===== src/rtl/exptok_pkg.sv =====
`default_nettype none
package exptok_pkg;

    // lexer modes
    localparam logic [1:0] MODE_IDLE = 2'd0;
    localparam logic [1:0] MODE_NUM  = 2'd1;
    localparam logic [1:0] MODE_WORD = 2'd2;
    localparam logic [1:0] MODE_EQ   = 2'd3;

    // token kinds
    localparam logic [3:0] K_NUM     = 4'd0;
    localparam logic [3:0] K_WORD    = 4'd1;
    localparam logic [3:0] K_LESS    = 4'd2;
    localparam logic [3:0] K_GREATER = 4'd3;
    localparam logic [3:0] K_ADD     = 4'd4;
    localparam logic [3:0] K_SUB     = 4'd5;
    localparam logic [3:0] K_MUL     = 4'd6;
    localparam logic [3:0] K_DIV     = 4'd7;
    localparam logic [3:0] K_SEP     = 4'd8;
    localparam logic [3:0] K_EQUAL   = 4'd9;
    localparam logic [3:0] K_ASSIGN  = 4'd10;
    localparam logic [3:0] K_ERROR   = 4'd11;

    // characters of interest
    localparam logic [7:0] CH_LESS    = 8'h3C;
    localparam logic [7:0] CH_GREATER = 8'h3E;
    localparam logic [7:0] CH_ADD     = 8'h2B;
    localparam logic [7:0] CH_SUB     = 8'h2D;
    localparam logic [7:0] CH_MUL     = 8'h2A;
    localparam logic [7:0] CH_DIV     = 8'h2F;
    localparam logic [7:0] CH_COMMA   = 8'h2C;
    localparam logic [7:0] CH_SEMI    = 8'h3B;
    localparam logic [7:0] CH_LBRACE  = 8'h7B;
    localparam logic [7:0] CH_RBRACE  = 8'h7D;
    localparam logic [7:0] CH_LPAREN  = 8'h28;
    localparam logic [7:0] CH_RPAREN  = 8'h29;
    localparam logic [7:0] CH_EQ      = 8'h3D;
    localparam logic [7:0] CH_SPACE   = 8'h20;
    localparam logic [7:0] CH_TAB     = 8'h09;
    localparam logic [7:0] CH_CR      = 8'h0D;

    // result queue
    localparam int FIFO_DEPTH = 4;
    localparam int PTR_W      = $clog2(FIFO_DEPTH);
    localparam int CNT_W      = $clog2(FIFO_DEPTH + 1);

    typedef struct packed {
        logic [3:0] token_kind;
        logic [7:0] out_byte;
        logic       first_of_token;
        logic       last_of_token;
    } t_result;

    // results of one lexed item, slot 1 only used with slot 0
    typedef struct packed {
        logic    v0;
        logic    v1;
        t_result r0;
        t_result r1;
    } t_lex_out;

    function automatic logic is_digit(input logic [7:0] c);
        return (c >= 8'h30) && (c <= 8'h39);
    endfunction

    function automatic logic is_letter(input logic [7:0] c);
        return ((c >= 8'h61) && (c <= 8'h7A)) || ((c >= 8'h41) && (c <= 8'h5A));
    endfunction

    function automatic logic is_blank(input logic [7:0] c);
        return (c == CH_SPACE) || ((c >= CH_TAB) && (c <= CH_CR));
    endfunction

endpackage
`default_nettype wire


===== src/rtl/exptok_if.sv =====
`default_nettype none
// input channel: one character or end marker per item
interface exptok_in_if;
    logic       valid;
    logic       ready;
    logic [7:0] char_byte;
    logic       end_of_input;

    modport source (output valid, output char_byte, output end_of_input, input ready);
    modport sink   (input valid, input char_byte, input end_of_input, output ready);
endinterface

// output channel: one token byte per item
interface exptok_out_if;
    logic       valid;
    logic       ready;
    logic [3:0] token_kind;
    logic [7:0] out_byte;
    logic       first_of_token;
    logic       last_of_token;

    modport source (output valid, output token_kind, output out_byte,
                    output first_of_token, output last_of_token, input ready);
    modport sink   (input valid, input token_kind, input out_byte,
                    input first_of_token, input last_of_token, output ready);
endinterface
`default_nettype wire


===== src/rtl/exptok_lexer.sv =====
`default_nettype none
module exptok_lexer (
    input  wire logic                  i_clk,
    input  wire logic                  i_rst_n,
    input  wire logic                  i_adv,
    input  wire logic [7:0]            i_char_byte,
    input  wire logic                  i_end_of_input,
    output exptok_pkg::t_lex_out       o_res
);
    import exptok_pkg::*;

    logic [1:0] r_mode, n_mode;
    logic [7:0] r_held, n_held;
    logic       r_first, n_first;

    t_result    flush_r, idle_r;
    logic       flush_v, idle_v;
    logic [7:0] c;

    assign c = i_char_byte;

    // pending token closed with a last mark
    always_comb begin
        flush_v = (r_mode != MODE_IDLE);
        flush_r = '{token_kind: K_NUM, out_byte: r_held,
                    first_of_token: r_first, last_of_token: 1'b1};
        unique case (r_mode)
            MODE_WORD: flush_r.token_kind = K_WORD;
            MODE_EQ: begin
                flush_r = '{token_kind: K_ASSIGN, out_byte: CH_EQ,
                            first_of_token: 1'b1, last_of_token: 1'b1};
            end
            default: flush_r.token_kind = K_NUM;
        endcase
    end

    // single-byte tokens and errors lexed from idle
    always_comb begin
        idle_v = 1'b1;
        idle_r = '{token_kind: K_ERROR, out_byte: c,
                   first_of_token: 1'b1, last_of_token: 1'b1};
        if (is_blank(c) || is_digit(c) || is_letter(c) || (c == CH_EQ)) begin
            idle_v = 1'b0;
        end else if (c == CH_LESS) begin
            idle_r.token_kind = K_LESS;
        end else if (c == CH_GREATER) begin
            idle_r.token_kind = K_GREATER;
        end else if (c == CH_ADD) begin
            idle_r.token_kind = K_ADD;
        end else if (c == CH_SUB) begin
            idle_r.token_kind = K_SUB;
        end else if (c == CH_MUL) begin
            idle_r.token_kind = K_MUL;
        end else if (c == CH_DIV) begin
            idle_r.token_kind = K_DIV;
        end else if ((c == CH_COMMA) || (c == CH_SEMI) || (c == CH_LBRACE) ||
                     (c == CH_RBRACE) || (c == CH_LPAREN) || (c == CH_RPAREN)) begin
            idle_r.token_kind = K_SEP;
        end
    end

    // next state and results of this item
    always_comb begin
        n_mode  = r_mode;
        n_held  = r_held;
        n_first = r_first;
        o_res   = '{v0: 1'b0, v1: 1'b0, r0: flush_r, r1: idle_r};
        priority if (i_end_of_input) begin
            o_res.v0 = flush_v;
            n_mode   = MODE_IDLE;
            n_held   = 8'h00;
            n_first  = 1'b0;
        end else if ((r_mode == MODE_NUM) && is_digit(c)) begin
            o_res.v0                = 1'b1;
            o_res.r0.last_of_token  = 1'b0;
            n_held                  = c;
            n_first                 = 1'b0;
        end else if ((r_mode == MODE_WORD) && (is_digit(c) || is_letter(c))) begin
            o_res.v0                = 1'b1;
            o_res.r0.last_of_token  = 1'b0;
            n_held                  = c;
            n_first                 = 1'b0;
        end else if ((r_mode == MODE_EQ) && (c == CH_EQ)) begin
            o_res.v0 = 1'b1;
            o_res.r0 = '{token_kind: K_EQUAL, out_byte: CH_EQ,
                         first_of_token: 1'b1, last_of_token: 1'b1};
            n_mode   = MODE_IDLE;
            n_held   = 8'h00;
            n_first  = 1'b0;
        end else begin
            // close anything pending, then lex the byte afresh
            if (flush_v) begin
                o_res.v0 = 1'b1;
                o_res.v1 = idle_v;
            end else begin
                o_res.v0 = idle_v;
                o_res.r0 = idle_r;
            end
            n_mode  = MODE_IDLE;
            n_held  = 8'h00;
            n_first = 1'b0;
            if (is_digit(c)) begin
                n_mode  = MODE_NUM;
                n_held  = c;
                n_first = 1'b1;
            end else if (is_letter(c)) begin
                n_mode  = MODE_WORD;
                n_held  = c;
                n_first = 1'b1;
            end else if (c == CH_EQ) begin
                n_mode  = MODE_EQ;
                n_held  = CH_EQ;
                n_first = 1'b1;
            end
        end
    end

    // state registers
    always_ff @(posedge i_clk) begin
        if (!i_rst_n) begin
            r_mode  <= MODE_IDLE;
            r_held  <= 8'h00;
            r_first <= 1'b0;
        end else if (i_adv) begin
            r_mode  <= n_mode;
            r_held  <= n_held;
            r_first <= n_first;
        end
    end

    // end marker always leaves the lexer idle
    a_end_idle: assert property (@(posedge i_clk) disable iff (!i_rst_n)
        (i_adv && i_end_of_input) |=> (r_mode == MODE_IDLE))
        else $error("lexer not idle after end of input");

    // a second result only follows a first one
    a_slot_order: assert property (@(posedge i_clk) disable iff (!i_rst_n)
        o_res.v1 |-> o_res.v0)
        else $error("second result without first");

    // a held continuation byte of a number is never marked first
    a_cont_first: assert property (@(posedge i_clk) disable iff (!i_rst_n)
        (i_adv && !i_end_of_input && (r_mode == MODE_NUM) && is_digit(c))
        |=> !r_first)
        else $error("continuation byte marked first");

endmodule
`default_nettype wire


===== src/rtl/expression_tokenizer_top.sv =====
`default_nettype none
// Expression tokenizer.
// Input channel i_in: one item per character (char_byte) or an end marker
// (end_of_input set, char_byte ignored). Output channel o_out: one item per
// token byte with its kind and first/last marks.
// Each input item is lexed in the cycle it is accepted and its zero, one or
// two results go into a four-entry result queue; when the queue was empty,
// the first result is visible on o_out in the next cycle. Digits, letters
// and '=' are held back one item, so their result appears when the
// following item is accepted. Input is accepted whenever the queue has two
// free entries, so one character per cycle is sustained while o_out drains
// one item per cycle; a character that closes a token and
// starts an operator gives two results and so two output items.
// When the receiver stalls, the queue fills and i_in.ready drops until
// entries are taken; nothing is lost.
// Reset (i_rst_n low, synchronous) empties the queue and returns the lexer
// to idle with nothing pending.
module expression_tokenizer_top (
    input  wire logic    i_clk,
    input  wire logic    i_rst_n,
    exptok_in_if.sink    i_in,
    exptok_out_if.source o_out
);
    import exptok_pkg::*;

    t_lex_out         lex_res;
    logic             in_acc, out_acc;
    logic [1:0]       push_n;

    t_result          r_mem [FIFO_DEPTH];
    logic [PTR_W-1:0] r_wptr, r_rptr;
    logic [CNT_W-1:0] r_count;

    assign in_acc  = i_in.valid && i_in.ready;
    assign out_acc = o_out.valid && o_out.ready;
    assign push_n  = in_acc ? ({1'b0, lex_res.v0} + {1'b0, lex_res.v1}) : 2'd0;

    exptok_lexer u_lexer (
        .i_clk          (i_clk),
        .i_rst_n        (i_rst_n),
        .i_adv          (in_acc),
        .i_char_byte    (i_in.char_byte),
        .i_end_of_input (i_in.end_of_input),
        .o_res          (lex_res)
    );

    // room for the worst case of two results
    assign i_in.ready = (r_count <= CNT_W'(FIFO_DEPTH - 2));

    // result queue storage
    always_ff @(posedge i_clk) begin
        if (in_acc && lex_res.v0) begin
            r_mem[r_wptr] <= lex_res.r0;
        end
        if (in_acc && lex_res.v1) begin
            r_mem[r_wptr + PTR_W'(1)] <= lex_res.r1;
        end
    end

    // queue pointers and fill count
    always_ff @(posedge i_clk) begin
        if (!i_rst_n) begin
            r_wptr  <= '0;
            r_rptr  <= '0;
            r_count <= '0;
        end else begin
            r_wptr  <= r_wptr + PTR_W'(push_n);
            r_rptr  <= r_rptr + PTR_W'(out_acc);
            r_count <= r_count + CNT_W'(push_n) - CNT_W'(out_acc);
        end
    end

    // queue head drives the output
    assign o_out.valid          = (r_count != '0);
    assign o_out.token_kind     = r_mem[r_rptr].token_kind;
    assign o_out.out_byte       = r_mem[r_rptr].out_byte;
    assign o_out.first_of_token = r_mem[r_rptr].first_of_token;
    assign o_out.last_of_token  = r_mem[r_rptr].last_of_token;

    a_no_overflow: assert property (@(posedge i_clk) disable iff (!i_rst_n)
        r_count <= CNT_W'(FIFO_DEPTH))
        else $error("result queue overflow");

    a_count_track: assert property (@(posedge i_clk) disable iff (!i_rst_n)
        (push_n == 2'd2 && !out_acc) |=> (r_count == $past(r_count) + CNT_W'(2)))
        else $error("fill count lost a double push");

    a_ptr_gap: assert property (@(posedge i_clk) disable iff (!i_rst_n)
        (r_count == '0) |-> (r_wptr == r_rptr))
        else $error("empty queue with pointers apart");

endmodule
`default_nettype wire


===== src/flat_wrapper.sv =====
// flat-port wrapper written by rule: the top's interface ports become plain ports
module expression_tokenizer_top_flat import exptok_pkg::*;
  (i_clk, i_rst_n, i_in_valid, i_in_char_byte, i_in_end_of_input, i_in_ready, o_out_valid, o_out_token_kind, o_out_out_byte, o_out_first_of_token, o_out_last_of_token, o_out_ready);
  exptok_in_if i_in_i ();
  exptok_out_if o_out_i ();
  input  wire logic i_clk;
  input  wire logic i_rst_n;
  input wire logic [$bits(i_in_i.valid)-1:0] i_in_valid;
  input wire logic [$bits(i_in_i.char_byte)-1:0] i_in_char_byte;
  input wire logic [$bits(i_in_i.end_of_input)-1:0] i_in_end_of_input;
  output wire logic [$bits(i_in_i.ready)-1:0] i_in_ready;
  output wire logic [$bits(o_out_i.valid)-1:0] o_out_valid;
  output wire logic [$bits(o_out_i.token_kind)-1:0] o_out_token_kind;
  output wire logic [$bits(o_out_i.out_byte)-1:0] o_out_out_byte;
  output wire logic [$bits(o_out_i.first_of_token)-1:0] o_out_first_of_token;
  output wire logic [$bits(o_out_i.last_of_token)-1:0] o_out_last_of_token;
  input wire logic [$bits(o_out_i.ready)-1:0] o_out_ready;
  assign i_in_i.valid = i_in_valid;
  assign i_in_i.char_byte = i_in_char_byte;
  assign i_in_i.end_of_input = i_in_end_of_input;
  assign i_in_ready = i_in_i.ready;
  assign o_out_valid = o_out_i.valid;
  assign o_out_token_kind = o_out_i.token_kind;
  assign o_out_out_byte = o_out_i.out_byte;
  assign o_out_first_of_token = o_out_i.first_of_token;
  assign o_out_last_of_token = o_out_i.last_of_token;
  assign o_out_i.ready = o_out_ready;
  expression_tokenizer_top u_core (.i_clk(i_clk), .i_rst_n(i_rst_n), .i_in(i_in_i), .o_out(o_out_i));
endmodule

===== config.mk =====
export PLATFORM = sky130hd
export DESIGN_NAME = expression_tokenizer_top_flat
export DESIGN_NICKNAME = d
export VERILOG_FILES = /design/src/rtl/exptok_pkg.sv /design/src/rtl/exptok_if.sv /design/src/rtl/exptok_lexer.sv /design/src/rtl/expression_tokenizer_top.sv /design/src/flat_wrapper.sv
export SDC_FILE = /design/constraint.sdc
export NUM_CORES = 1
export LEC_CHECK = 0
export BUFFER_PORTS_ARGS = -buffer_cell sky130_fd_sc_hd__buf_4
export CORE_MARGIN = 3
export CORE_UTILIZATION = 49
export CTS_BUF_LIST = sky130_fd_sc_hd__clkbuf_2 sky130_fd_sc_hd__clkbuf_4 sky130_fd_sc_hd__clkbuf_8
export DETAILED_ROUTE_END_ITERATION = 10
export GPL_TIMING_DRIVEN = 1
export PLACE_DENSITY = 0.68
export SLEW_MARGIN = 10
export SYNTH_ARGS = -nofsm -noshare
export SYNTH_HDL_FRONTEND = slang
export SYNTH_SLANG_ARGS = --single-unit

===== constraint.sdc =====
create_clock -name i_clk -period 3.85 [get_ports i_clk]
set_input_delay 0.1925 -clock i_clk [delete_from_list [all_inputs] [get_ports i_clk]]
set_output_delay 0.1925 -clock i_clk [all_outputs]
set_load 0.05 [all_outputs]

==> run_results.csv <==
group,metric,value,unit
die,die_area,9884,sq um
route,routedWlPerCell,19.26,um
die,start_util,0.5128,
cells_and_area,ff_latch_area,1962,sq um
power,leakage,1.695,nW
cells_and_area,layout-drive-gt1-share,0.1861,
timing,clock_skew,0.008721,ns
cells_and_area,final_common_cell,"edfxtp_1",
worst_setup_path,worstSetupStartpoint,"u_core.u_lexer.r_mode[0]",
worst_setup_path,reg2regPathDepth,14,
power,irDropWorstVdd,0.2443,mV
clock_network,insertion_delay,0.35,ns
synthesis,ys_types,60,
synthesis,ys_async_sr_fraction,0,
synthesis,synth-seq-cells,74,
global_routing,grt_pass1_vias,3222,
place,port_buffers,28,
place,post-place-ws,0.3050,ns
synthesis,synth_nets,440,
outcome,status,"finished clean",
worst_setup_path,crit_path_max_fanout,7,
timing,totalNegativeSetupSlack,0,ns
timing,fin_crit,3.272,ns
worst_setup_path,start_kind,"register",
clock_network,htree_num_levels,3,
synthesis,synth_warnings,0,
hold_path,timing.hold.worst.class,"in -> reg",
global_routing,grtUsageTotal,0.2279,
die,core,8341,sq um
timing,fin_hold_ws,0.1656,ns
die,io-pin-count,29,
job,maxCapViolCount,0,
place,dp_hpwl,7622,um
cells_and_area,finalNonFillerCells,551,
global_routing,grt_antenna_before_repair,0,
power,finalPower,2.483,mW
clock_network,cts_tree,"yes",
route,drtIter0Drc,359,
synthesis,synth-edff-count,48,
timing,max_freq,0.3056,GHz
route,drt-total-wl,10620,um
cells_and_area,nets,461,
global_routing,grt_start_max_net_pins,27,
route,ant_nets,0,
worst_setup_path,rr_startpoint,"u_core.u_lexer.r_mode[0]",
route,first_pass_iters,5,
cells_and_area,insertedDiodeCount,0,
die,chipHeight,99.42,um
global_routing,grt_pass1_wl,17350,um
clock_network,cts_setup_buffers,0,
cells_and_area,multi_input_area,2147,sq um
timing,slew_headroom,0.3304,
cells_and_area,areaGrowthSynthToFinish,11.59,%
cells_and_area,fill_cells,719,
timing,setup-violations-final,0,
synthesis,synthesis.area,4277,sq um
clock_network,cts.sinks,74,
timing,setup_ws,0.5782,ns
clock_network,hold_buffers,0,
synthesis,synth_flop_cell,"edfxtp_1",
global_routing,grt_overflow_total,0,
synthesis,avgSynthCellArea,10.18,sq um
route,drc,0,
timing,final_max_slew_viol_count,0,
timing,timing.final.crit_share,0.8498,
place,dp_cells,535,
die,fp-row-count,33,
timing,worst_pin_slew,1.003,ns
worst_setup_path,crit_type,"reg -> reg",
hold_path,hold_start,"i_rst_n",
place,gp_congestion,0.9399,
power,p_per_area,520.3,nW/um^2
worst_setup_path,cp_data_required_time,4.10,ns
worst_setup_path,end_kind,"register",
worst_setup_path,cp_data_arrival_time,3.52,ns
clock_network,cts_resized,0,
timing,hold_viol,0,
worst_setup_path,critPathCapture,"u_core.r_count[2]",
route,route.vias.total,3432,
clock_network,numCtsBuffers,9,
worst_setup_path,rrSetupSlack,0.58,ns
route,avgViaCountPerCell,6.229,
cells_and_area,most-common-layout-cells,"48 x edfxtp_1, 47 x nand2_1, 38 x buf_4",
worst_setup_path,r2r-end,"u_core.r_count[2]",
clock_network,root_buffer,"clkbuf_8",
die,dieWidth,99.42,um
synthesis,ys_seq_area_frac,0.4587,
clock_network,cts_buffer_depth,2,
synthesis,syn_inst,420,
clock_network,clk_pin_slew,0.08,ns
timing,rsz0062_at_grt,"false",
==> cell type report <==
cell class / count / share of cell area
Multi-Input combinational cell: 304 / 0.4499
Inverter: 14 / 0.01101
Tap cell: 105 / 0.02753
Sequential cell: 74 / 0.4111
Clock buffer: 11 / 0.02910
Clock inverter: 5 / 0.01154
Timing Repair Buffer: 38 / 0.05978
==> per-stage QoR <==
stage,cell area [sq um],utilization
6_report,4772,0.5722
5_1_grt,4772,0.5722
4_1_cts,4772,0.5722
3_5_place_dp,4578,0.5489
3_3_place_gp,4578,0.5489
2_1_floorplan,4277,-
==> worst max-delay path, stage by stage (launching register included) <==
cell	delay, ns
dfxtp_1	0.31
and2_1	0.22
a31oi_1	0.35
nand2_1	0.33
nor3_4	0.34
ha_1	0.29
nand2_1	0.08
ha_1	0.23
inv_1	0.05
ha_1	0.13
inv_1	0.05
fa_1	0.37
xor2_1	0.16
xnor2_1	0.12
and2_1	0.15
==> how the worst min path moves through the flow <==
stage                                to  slack (ns)  depth (start not counted)
3_5_place_dp   u_core.u_lexer.r_held[2]        0.45                          2
2_1_floorplan        u_core.r_mem[2][1]        0.44                          2
4_1_cts        u_core.u_lexer.r_mode[0]        0.16                          2
5_1_grt        u_core.u_lexer.r_mode[0]        0.17                          2
6_report       u_core.u_lexer.r_mode[0]        0.17                          2
3_3_place_gp         u_core.r_mem[2][1]        0.45                          2
==> layer usage <==
layer | up-vias | track usage | routed length, um
li1 | 1630 | - | -
met3 | 23 | 0.05470 | 740
met2 | 169 | 0.3409 | 4694
met5 | - | 0 | 0
met1 | 1610 | 0.3303 | 4962
met4 | 0 | 0.06723 | 217
==> cell families (layout without fill, tap and decap cells) <==
group / Yosys count / after routing / share of synthesized area
xor gates and xnor gates: 6 / 6 / 0.01229
DFF: 74 / 74 / 0.4587
and+or+nand+nor: 150 / 150 / 0.1990
AOI/OAI and AO/OA: 126 / 126 / 0.1922
muxes: 15 / 15 / 0.07636
buffers and inverters: 42 / 68 / 0.03920
adders and majority gates: 7 / 7 / 0.02223
==> registers in the layout, summed over array words and instances, names as in the netlist <==
| signal | count |
|---|---|
| u_core.r_rptr | 2 |
| u_core.r_count | 3 |
| u_core.r_mem | 56 |
| u_core.u_lexer.r_held | 8 |
| u_core.u_lexer.r_first | 1 |
| u_core.r_wptr | 2 |
| u_core.u_lexer.r_mode | 2 |
==> synth_stat cells, types with 2 or more instances <==
cell type	n	area share
a22oi_1	3	0.0053
a22o_1	16	0.033
o22ai_1	15	0.022
or3_1	2	0.0029
nand2_1	47	0.041
inv_1	14	0.012
o31a_1	2	0.0041
buf_2	2	0.0023
and3_1	3	0.0044
a31oi_1	2	0.0029
or2_2	4	0.0059
dfxtp_1	26	0.12
and2_1	11	0.016
nor2_1	27	0.024
nor2b_1	5	0.0073
a21o_1	3	0.0053
clkbuf_1	24	0.021
nor3b_1	3	0.0053
nor3_1	9	0.011
xnor2_1	3	0.0061
o31ai_1	2	0.0035
and4_1	3	0.0061
xor2_1	3	0.0061
a21oi_1	35	0.041
nand4_1	5	0.0073
nand4b_1	2	0.0041
o211ai_1	3	0.0053
nor4b_1	2	0.0041
mux4_2	14	0.074
or3b_2	2	0.0041
and3b_1	2	0.0041
o22a_1	3	0.0061
nor4_4	2	0.0099
and4b_1	3	0.0070
a2bb2oi_1	2	0.0041
a21boi_0	7	0.012
o21ai_0	26	0.030
nand3_1	8	0.0094
nor4_1	2	0.0029
edfxtp_1	48	0.34
ha_1	6	0.018
==> power by group <==
group | switching (mW) | internal [mW] | total (mW) | leakage (nW)
sequential | 0.0860 | 0.923 | 1.01 | 0.645
combinational | 0.538 | 0.339 | 0.876 | 0.952
clock | 0.286 | 0.312 | 0.597 | 0.0978
total | 0.909 | 1.57 | 2.48 | 1.70
Note: power is estimated with default switching activity, not from simulation.
